==> src/hw/rtl/bcsp_pkg.sv <==
// Shared types and constants of the block-to-CHS seek planner.
// No dependencies; used by bcsp_ctrl, bcsp_dp and the top level.
package bcsp_pkg;

	// payload widths fixed by the interface
	localparam int BLOCK_W    = 16;
	localparam int SPT_W      = 6;
	localparam int HEADS_W    = 4;
	localparam int LAST_W     = 16;
	localparam int CYL_OUT_W  = 10;
	localparam int HEAD_W     = 3;
	localparam int OUT_DATA_W = 40;
	localparam int APB_ADDR_W = 4;
	localparam int APB_DATA_W = 32;

	// register map, index = paddr[3:2]
	localparam logic [1:0] REG_SPT   = 2'd0;
	localparam logic [1:0] REG_HEADS = 2'd1;
	localparam logic [1:0] REG_LAST  = 2'd2;

	localparam logic [SPT_W-1:0]   SPT_RESET   = 6'd17;
	localparam logic [HEADS_W-1:0] HEADS_RESET = 4'd4;
	localparam logic [LAST_W-1:0]  LAST_RESET  = 16'd10403;

	typedef enum logic [2:0] {
		ST_IDLE,
		ST_DIV_SPT,
		ST_DIV_TRK,
		ST_DIV_CYL,
		ST_FINISH
	} bcsp_state_t;

	// which division the shared divider is running
	typedef enum logic [1:0] {
		PH_SPT,
		PH_TRK,
		PH_CYL
	} bcsp_phase_t;

	typedef struct packed {
		logic        load;
		logic        step;
		bcsp_phase_t phase;
		logic        finish;
	} bcsp_cmd_t;

	typedef struct packed {
		logic last;
		logic rej;
		logic out_free;
	} bcsp_status_t;

endpackage

==> src/hw/rtl/block_to_chs_seek_planner_top.sv <==
// Top level of the block-to-CHS seek planner: APB register file and wiring
// of bcsp_ctrl and bcsp_dp. Depends on bcsp_pkg, bcsp_ctrl, bcsp_dp.
//
// Each input transaction carries a logical block number. If it exceeds
// last_block (or sectors_per_track or head_count is zero) the result comes
// back with m_tuser low, all data fields zero, and the remembered cylinder
// untouched. Otherwise one shared restoring divider, one quotient bit per
// cycle, runs three divisions: block / sectors_per_track (remainder =
// sector), that quotient / head_count (= track), and track / head_count
// (quotient = cylinder, remainder = head). The result then gives the seek
// step count and direction from the remembered cylinder, which is updated.
// One block is handled at a time: the next block is accepted only after
// the previous one has finished its divisions, or its rejection, and its
// result has entered the output register. The output register lets the
// next block enter while the previous result still waits on m_tready.
module block_to_chs_seek_planner_top #(
	parameter int BLOCK_WIDTH    = 16,
	parameter int CYLINDER_WIDTH = 10
) (
	input  logic                                clk,
	input  logic                                arst_n,
	// input stream
	input  logic                                s_tvalid,
	output logic                                s_tready,
	input  logic [bcsp_pkg::BLOCK_W-1:0]        s_tdata,   // [15:0] block_number
	// result stream
	output logic                                m_tvalid,
	input  logic                                m_tready,
	// [9:0] cylinder, [12:10] head, [18:13] sector, [28:19] step_count,
	// [29] step_outward, [34:30] head_select_code, [39:35] zero
	output logic [bcsp_pkg::OUT_DATA_W-1:0]     m_tdata,
	output logic                                m_tuser,   // [0] in_range
	// configuration
	input  logic                                psel,
	input  logic                                penable,
	input  logic                                pwrite,
	input  logic [bcsp_pkg::APB_ADDR_W-1:0]     paddr,
	input  logic [bcsp_pkg::APB_DATA_W-1:0]     pwdata,
	output logic [bcsp_pkg::APB_DATA_W-1:0]     prdata,
	output logic                                pready
);

	logic [bcsp_pkg::SPT_W-1:0]   spt_q;
	logic [bcsp_pkg::HEADS_W-1:0] heads_q;
	logic [bcsp_pkg::LAST_W-1:0]  last_q;
	logic                         wr_en;
	logic [1:0]                   reg_idx;

	bcsp_pkg::bcsp_cmd_t    cmd;
	bcsp_pkg::bcsp_status_t status;

	// registers sit at byte addresses 0, 4, 8; zero-wait APB
	assign pready  = 1'b1;
	assign reg_idx = paddr[3:2];
	assign wr_en   = psel && penable && pwrite && pready;

	always_ff @(posedge clk or negedge arst_n) begin
		if (!arst_n) begin
			spt_q   <= bcsp_pkg::SPT_RESET;
			heads_q <= bcsp_pkg::HEADS_RESET;
			last_q  <= bcsp_pkg::LAST_RESET;
		end else if (wr_en) begin
			case (reg_idx)
				bcsp_pkg::REG_SPT:   spt_q   <= pwdata[bcsp_pkg::SPT_W-1:0];
				bcsp_pkg::REG_HEADS: heads_q <= pwdata[bcsp_pkg::HEADS_W-1:0];
				bcsp_pkg::REG_LAST:  last_q  <= pwdata[bcsp_pkg::LAST_W-1:0];
				default: begin
				end
			endcase
		end
	end

	// read-back; unmapped addresses read zero
	always_comb begin
		case (reg_idx)
			bcsp_pkg::REG_SPT:   prdata = bcsp_pkg::APB_DATA_W'(spt_q);
			bcsp_pkg::REG_HEADS: prdata = bcsp_pkg::APB_DATA_W'(heads_q);
			bcsp_pkg::REG_LAST:  prdata = bcsp_pkg::APB_DATA_W'(last_q);
			default:             prdata = '0;
		endcase
	end

	bcsp_ctrl u_ctrl (
		.clk      (clk),
		.arst_n   (arst_n),
		.s_tvalid (s_tvalid),
		.s_tready (s_tready),
		.status   (status),
		.cmd      (cmd)
	);

	bcsp_dp #(
		.BLOCK_WIDTH    (BLOCK_WIDTH),
		.CYLINDER_WIDTH (CYLINDER_WIDTH)
	) u_dp (
		.clk      (clk),
		.arst_n   (arst_n),
		.cmd      (cmd),
		.status   (status),
		.block_in (s_tdata),
		.spt      (spt_q),
		.heads    (heads_q),
		.last_blk (last_q),
		.m_tready (m_tready),
		.m_tvalid (m_tvalid),
		.m_tdata  (m_tdata),
		.m_tuser  (m_tuser)
	);

endmodule

==> src/hw/rtl/bcsp_ctrl.sv <==
// Sequencer of the seek planner: accept, three divisions (skipped for a rejected block), result hand-off.
// Depends on bcsp_pkg.
module bcsp_ctrl (
	input  logic                   clk,
	input  logic                   arst_n,
	input  logic                   s_tvalid,
	output logic                   s_tready,
	input  bcsp_pkg::bcsp_status_t status,
	output bcsp_pkg::bcsp_cmd_t    cmd
);

	bcsp_pkg::bcsp_state_t state_q, state_nxt;

	always_ff @(posedge clk or negedge arst_n) begin
		if (!arst_n) begin
			state_q <= bcsp_pkg::ST_IDLE;
		end else begin
			state_q <= state_nxt;
		end
	end

	always_comb begin
		state_nxt  = state_q;
		s_tready   = 1'b0;
		cmd.load   = 1'b0;
		cmd.step   = 1'b0;
		cmd.phase  = bcsp_pkg::PH_SPT;
		cmd.finish = 1'b0;
		case (state_q)
			bcsp_pkg::ST_IDLE: begin
				s_tready = 1'b1;
				if (s_tvalid) begin
					cmd.load  = 1'b1;
					state_nxt = bcsp_pkg::ST_DIV_SPT;
				end
			end
			bcsp_pkg::ST_DIV_SPT: begin
				if (status.rej) begin
					state_nxt = bcsp_pkg::ST_FINISH;
				end else begin
					cmd.step = 1'b1;
					if (status.last) state_nxt = bcsp_pkg::ST_DIV_TRK;
				end
			end
			bcsp_pkg::ST_DIV_TRK: begin
				cmd.step  = 1'b1;
				cmd.phase = bcsp_pkg::PH_TRK;
				if (status.last) state_nxt = bcsp_pkg::ST_DIV_CYL;
			end
			bcsp_pkg::ST_DIV_CYL: begin
				cmd.step  = 1'b1;
				cmd.phase = bcsp_pkg::PH_CYL;
				if (status.last) state_nxt = bcsp_pkg::ST_FINISH;
			end
			bcsp_pkg::ST_FINISH: begin
				if (status.out_free) begin
					cmd.finish = 1'b1;
					state_nxt  = bcsp_pkg::ST_IDLE;
				end
			end
			default: begin
				state_nxt = bcsp_pkg::ST_IDLE;
			end
		endcase
	end

`ifndef SYNTHESIS
	a_accept_leaves_idle: assert property (@(posedge clk) disable iff (!arst_n)
		s_tvalid && s_tready |=> state_q == bcsp_pkg::ST_DIV_SPT)
		else $error("accepted transaction did not start the divider");

	a_rej_skips_div: assert property (@(posedge clk) disable iff (!arst_n)
		state_q == bcsp_pkg::ST_DIV_SPT && status.rej |-> !cmd.step)
		else $error("divider stepped on a rejected block");

	a_cyl_done_finish: assert property (@(posedge clk) disable iff (!arst_n)
		state_q == bcsp_pkg::ST_DIV_CYL && status.last |=> state_q == bcsp_pkg::ST_FINISH)
		else $error("last division did not lead to result hand-off");
`endif

endmodule

==> src/hw/rtl/bcsp_dp.sv <==
// Datapath of the seek planner: shared restoring divider, current cylinder,
// seek math and output register. Depends on bcsp_pkg.
module bcsp_dp #(
	parameter int BLOCK_WIDTH    = 16,
	parameter int CYLINDER_WIDTH = 10
) (
	input  logic                                clk,
	input  logic                                arst_n,
	input  bcsp_pkg::bcsp_cmd_t                 cmd,
	output bcsp_pkg::bcsp_status_t              status,
	input  logic [bcsp_pkg::BLOCK_W-1:0]        block_in,
	input  logic [bcsp_pkg::SPT_W-1:0]          spt,
	input  logic [bcsp_pkg::HEADS_W-1:0]        heads,
	input  logic [bcsp_pkg::LAST_W-1:0]         last_blk,
	input  logic                                m_tready,
	output logic                                m_tvalid,
	output logic [bcsp_pkg::OUT_DATA_W-1:0]     m_tdata,
	output logic                                m_tuser
);

	localparam int CNTW = $clog2(BLOCK_WIDTH);
	localparam int DVW  = bcsp_pkg::SPT_W;

	logic [BLOCK_WIDTH-1:0]       dvd_q, dvd_new, blk;
	logic [DVW-1:0]               rem_q, rem_new, dvs_q;
	logic [DVW:0]                 rem_sh, rem_sub;
	logic                         ge;
	logic [CNTW-1:0]              cnt_q;
	logic [bcsp_pkg::SPT_W-1:0]   sector_q;
	logic [bcsp_pkg::HEAD_W-1:0]  head_q;
	logic                         rej_q, rej_now;
	logic [CYLINDER_WIDTH-1:0]    cur_q, cyl, steps;
	logic                         outward;
	logic [bcsp_pkg::OUT_DATA_W-1:0] tdata_q, tdata_new;
	logic                         tuser_q, valid_q;

	// one quotient bit per cycle while cmd.step is high
	assign rem_sh  = {rem_q, dvd_q[BLOCK_WIDTH-1]};
	assign rem_sub = rem_sh - {1'b0, dvs_q};
	assign ge      = rem_sh >= {1'b0, dvs_q};
	assign rem_new = ge ? rem_sub[DVW-1:0] : rem_sh[DVW-1:0];
	assign dvd_new = {dvd_q[BLOCK_WIDTH-2:0], ge};

	assign blk     = BLOCK_WIDTH'(block_in);
	assign rej_now = (32'(blk) > 32'(last_blk)) || (spt == '0) || (heads == '0);

	// seek from the remembered cylinder
	assign cyl     = CYLINDER_WIDTH'(dvd_q);
	assign outward = !(cur_q < cyl);
	assign steps   = outward ? (cur_q - cyl) : (cyl - cur_q);
	assign tdata_new = {5'b0, ~head_q, 2'b00, outward,
		bcsp_pkg::CYL_OUT_W'(steps), sector_q, head_q, bcsp_pkg::CYL_OUT_W'(cyl)};

	assign status.last     = cnt_q == CNTW'(BLOCK_WIDTH - 1);
	assign status.rej      = rej_q;
	assign status.out_free = !valid_q || m_tready;

	assign m_tvalid = valid_q;
	assign m_tdata  = tdata_q;
	assign m_tuser  = tuser_q;

	always_ff @(posedge clk) begin
		if (cmd.load) begin
			dvd_q <= blk;
			dvs_q <= spt;
			rem_q <= '0;
			cnt_q <= '0;
		end else if (cmd.step) begin
			dvd_q <= dvd_new;
			if (status.last) begin
				rem_q <= '0;
				cnt_q <= '0;
				case (cmd.phase)
					bcsp_pkg::PH_SPT: begin
						sector_q <= rem_new;
						dvs_q    <= DVW'(heads);
					end
					bcsp_pkg::PH_CYL: begin
						head_q <= bcsp_pkg::HEAD_W'(rem_new);
					end
					default: begin
					end
				endcase
			end else begin
				rem_q <= rem_new;
				cnt_q <= cnt_q + 1'b1;
			end
		end
		if (cmd.finish) begin
			tdata_q <= rej_q ? '0 : tdata_new;
			tuser_q <= !rej_q;
		end
	end

	always_ff @(posedge clk or negedge arst_n) begin
		if (!arst_n) begin
			rej_q   <= 1'b0;
			cur_q   <= '0;
			valid_q <= 1'b0;
		end else begin
			if (cmd.load) rej_q <= rej_now;
			if (cmd.finish) begin
				valid_q <= 1'b1;
				if (!rej_q) cur_q <= cyl;
			end else if (m_tready) begin
				valid_q <= 1'b0;
			end
		end
	end

`ifndef SYNTHESIS
	a_no_overwrite: assert property (@(posedge clk) disable iff (!arst_n)
		cmd.finish |-> (!valid_q || m_tready))
		else $error("result register overwritten before it was taken");

	a_div_nonzero: assert property (@(posedge clk) disable iff (!arst_n)
		cmd.step |-> dvs_q != '0)
		else $error("divider stepped with a zero divisor");

	a_rej_keeps_cyl: assert property (@(posedge clk) disable iff (!arst_n)
		cmd.finish && rej_q |=> $stable(cur_q) && m_tdata == '0 && !m_tuser)
		else $error("rejected block changed state or gave nonzero fields");
`endif

endmodule
==> config.mk <==
export PLATFORM = sky130hd
export DESIGN_NAME = block_to_chs_seek_planner_top
export DESIGN_NICKNAME = d
export VERILOG_FILES = /design/src/hw/rtl/bcsp_pkg.sv /design/src/hw/rtl/block_to_chs_seek_planner_top.sv /design/src/hw/rtl/bcsp_ctrl.sv /design/src/hw/rtl/bcsp_dp.sv
export SDC_FILE = /design/constraint.sdc
export NUM_CORES = 1
export LEC_CHECK = 0
export BUFFER_PORTS_ARGS = -buffer_cell sky130_fd_sc_hd__buf_2
export CELL_PAD_IN_SITES_DETAIL_PLACEMENT = 2
export CELL_PAD_IN_SITES_GLOBAL_PLACEMENT = 2
export CORE_MARGIN = 1
export CORE_UTILIZATION = 32
export CTS_CLUSTER_DIAMETER = 200
export DETAILED_ROUTE_END_ITERATION = 7
export HOLD_SLACK_MARGIN = 0.15
export PLACE_DENSITY = 0.88
export SYNTH_ARGS = -nofsm -noshare
export SYNTH_HDL_FRONTEND = slang
export SYNTH_SLANG_ARGS = --single-unit
==> constraint.sdc <==
create_clock -name clk -period 2.4 [get_ports clk]
set_input_delay 0.24 -clock clk [delete_from_list [all_inputs] [get_ports clk]]
set_output_delay 0.24 -clock clk [all_outputs]
set_load 0.03 [all_outputs]
==> run_results.csv <==
group,metric,value,unit
outcome,outcome,"completed",
place,portBuffers,92,
critical_path,critical_path.slowest_cell,"edfxtp_1",
sta,fmax,418.7,MHz
cts,path_clk_slew,0.08,ns
place,dp.final_hpwl,13750,um
critical_path,path_cells,"ha_4, fa_2, nor2b_4, o21bai_4, nand3b_4, a21o_4, mux2i_1, mux2_2",
routing,vias_per_cell,5.011,
worst_hold_path,holdPathStages,2,
synthesis,yosysUniqueCellTypes,62,
sta,maxSlewHeadroom,30.84,%
job,drv_cap,0,
synthesis,synthAdderAreaFrac,9.096,%
die,die_h,143.8,um
routing,wl_per_cell,20.26,um
cts,cts_tree,"yes",
global_routing,grt_pass1_vias,5797,
routing,finalWirelength,20910,um
routing,ant_nets,0,
critical_path,ff2ff_setup_slack,0.01,ns
sta,worst_slew_pin_slew,1.037,ns
sta,rsz0062_at_grt,"true",
cts,cts_buffer_depth,2,
cts,cts_root_buf,"clkbuf_16",
power,seqPwrFrac,27.9,%
power,powerDensity,1537,mW/mm^2
synthesis,synth_ff_type,"edfxtp_1",
power,power_switching,5.415,mW
synthesis,ys_seq_elements,116,
global_routing,antenna_found_initial,1,
power,leakagePower,3.567,nW
global_routing,overflow,0,
sta,final.setup.tns,0,ns
worst_hold_path,worstHoldStart,"s_tdata[15]",
die,start_util,32.86,%
synthesis,synthArstFlopShare,35.34,%
synthesis,synth_top_family_by_area,"simple AND/OR/NAND/NOR gates",
critical_path,start_kind,"flop",
sta,skew,0.01930,ns
routing,dr.pass1.iters,4,
synthesis,syn_area,0.006437,sq mm
critical_path,critical_path_class,"reg2reg",
power,total_power,12.64,mW
die,fp.dieW,143.8,um
critical_path,arrival,2.56,ns
cells_and_area,layout-drive-gt1-share,30.64,%
sta,slew_viol_final,0,
synthesis,syn_area_per_cell,10.66,sq um
sta,fin_ws,0.01143,ns
cells_and_area,num-nets-final,858,
cells_and_area,n_fill_cell,2102,
die,dieArea,0.02069,sq mm
power,p_sw_share,42.85,%
synthesis,synth-xor-area-share,0.4082,%
synthesis,synthCells,604,
sta,min_period_over_period,99.52,%
critical_path,crit_buf_inv,0,
critical_path,slowest_delay,0.45,ns
sta,whs,0.1644,ns
critical_path,crit_required,2.57,ns
synthesis,muxShareOfSynthArea,7.794,%
global_routing,grt_use_total,21.34,%
cts,cts_buffers,17,
place,gp_congestion,0.7906,
critical_path,cpLargestDelayFamily,"multiplexers",
die,ios,135,
synthesis,yosys.area_share.simple,13.68,%
cts,cts_sinks,116,
sta,hold_violations,0,
global_routing,grt_pass1_wl,32440,um
cells_and_area,synthToLayoutAreaGrowth,27.77,%
routing,drt_iter0_markers,166,
synthesis,synth_warnings,0,
critical_path,reg2reg_from,"u_dp.dvd_q[0]",
critical_path,cp_max_fo,5,
cts,clock_latency,0.44,ns
cts,h-tree-depth,4,
die,core-area,0.01959,sq mm
power,p_int,7.224,mW
worst_hold_path,holdPathEnd,"u_dp.dvd_q[15]",
place,dp_slack,-0.2086,ns
critical_path,end_kind,"flop",
sta,layout_min_cycle_time,2.389,ns
synthesis,synth-compound-area-share,12.23,%
power,vdd.ir_drop.worst,0.6025,mV
power,comb_power_share,52.7,%
power,p_clk_share,19.4,%
synthesis,synth_edf_count,65,
routing,drc_errors,0,
critical_path,reg2reg_depth,8,
die,fp-row-count,51,
cells_and_area,utilization,41.99,%
global_routing,grt_max_degree,41,
worst_hold_path,hp-class,"in2reg",
routing,routed-via-count,5171,
synthesis,yosysSeqAreaShare,49.54,%
sta,setup_viol,0,
critical_path,reg2reg_to,"u_dp.m_tdata[26]",
cells_and_area,insertedDiodeCount,0,
[cell usage after synthesis (9+ instances only)]
cell      count  area [sq um]
dfxtp_1      10         200.2
buf_4        25         187.7
mux2i_1      13         130.1
nand2_1      56         210.2
dfrtp_1      32         800.8
nor2_1       45         168.9
clkbuf_1     11         41.29
nor2b_1      25         156.4
o21ai_0      48         240.2
mux2_2       33         371.6
dfstp_2       9         236.5
a21oi_1      19         95.09
ha_1         42         525.5
inv_1        48         180.2
edfxtp_1     65          1952
and2_1       14         87.58
[cell type report]
cell class	count	area (sq um)	area share (%)
Sequential cell	116	3189	38.77
Multi-Input combinational cell	417	2985	36.29
Timing Repair Buffer	153	975.9	11.86
Clock buffer	17	425.4	5.172
Tap cell	265	331.6	4.031
Inverter	49	183.9	2.236
Clock inverter	15	133.9	1.628
[cells by family (layout without fill, tap and decap cells)]
| logic type | Yosys count | count (layout) |
|---|---|---|
| and+or+nand+nor | 182 | 182 |
| AOI/OAI and AO/OA | 117 | 117 |
| DFF | 116 | 116 |
| buffers and inverters | 93 | 234 |
| muxes | 46 | 46 |
| adders and majority gates | 45 | 45 |
| xor gates and xnor gates | 3 | 3 |
| other | 2 | 24 |
[layer usage]
layer,GRT usage [%],part of all wire [%],routed length [um]
met1,24.88,43,8938
met2,38.70,52,10890
met3,3.865,3.1,640
met4,7.783,2.1,433
met5,0,0,0
[flip-flops by register name (all words and copies together), names as in the netlist, 6 cells and up]
name,cells
u_dp.cur_q,10
u_dp.dvd_q,16
u_dp.m_tdata,33
u_dp.dvs_q,6
last_q,16
u_dp.rem_q,6
u_dp.sector_q,6
spt_q,6
[worst register-to-register path, delay by kind of cell (launching register included)]
kind | cells | cell delay, ns
DFF | 1 | 0.45
adders and majority gates | 2 | 0.57
and+or+nand+nor | 2 | 0.27
AOI/OAI and AO/OA | 2 | 0.28
muxes | 2 | 0.58
[power groups by stage]
| stage | registers (mW) | clock network, mW | logic, mW |
|---|---|---|---|
| CTS | 3.50 | 2.46 | 6.33 |
| global placement | 3.45 | 0 | 5.60 |
| floorplan | 3.69 | 0 | 3.83 |
| finish | 3.53 | 2.45 | 6.66 |
| global route | 3.59 | 2.58 | 7.20 |
| detailed placement | 3.50 | 0 | 5.90 |
[stage by stage]
stage	std cells	instance area [sq um]
floorplan	626	6520
global placement	971	7282
detailed placement	971	7282
CTS	1028	8143
global route	1032	8225
finish	1032	8225
[repair_timing]
action / in CTS / in global routing
hold buffers: 23 / 0
setup endpoints to repair: 7 / 7
buffers inserted: 2 / 4
pin swaps: 3 / 5
hold endpoints to repair: 64 / 0
resized for setup: 14 / 15
[how the worst max path moves through the flow]
stage | startpoint | end | cells after the start
after global placement | u_dp.cur_q[0] | u_dp.m_tdata[22] | 9
after CTS | u_dp.dvd_q[0] | u_dp.m_tdata[26] | 8
after global routing | u_dp.cur_q[3] | u_dp.m_tdata[28] | 8
after floorplan | u_dp.m_tvalid | u_dp.cur_q[9] | 5
after detailed placement | u_dp.dvd_q[0] | u_dp.m_tdata[22] | 8
final | u_dp.dvd_q[0] | u_dp.m_tdata[26] | 8
[cells in the final DEF (no fill, tap or decap), types with 3 or more instances in the layout]
cell / synthesis / final
buf_2: 7 / 92
edfxtp_1: 65 / 65
nand2_1: 56 / 56
inv_1: 48 / 46
o21ai_0: 48 / 46
nor2_1: 45 / 44
buf_4: 25 / 38
ha_1: 42 / 37
dfrtp_1: 32 / 32
mux2_2: 33 / 31
nor2b_1: 25 / 24
conb_1: 2 / 24
dlygate4sd3_1: 0 / 23
a21oi_1: 19 / 17
clkbuf_16: 0 / 17
and2_1: 14 / 14
mux2i_1: 13 / 11
dfxtp_1: 10 / 10
dfstp_2: 9 / 9
a21o_1: 7 / 7
nor3_1: 7 / 7
nand4_1: 7 / 7
nand3_1: 6 / 6
nand2b_1: 5 / 5
o21a_1: 5 / 5
and3_1: 5 / 5
o211ai_1: 5 / 5
a32o_1: 5 / 5
clkinv_4: 0 / 4
clkinvlp_4: 0 / 4
inv_2: 1 / 3
a21oi_2: 1 / 3
a211oi_1: 4 / 3
ha_2: 0 / 3
inv_6: 0 / 3
(Power assumes the default switching activity.)
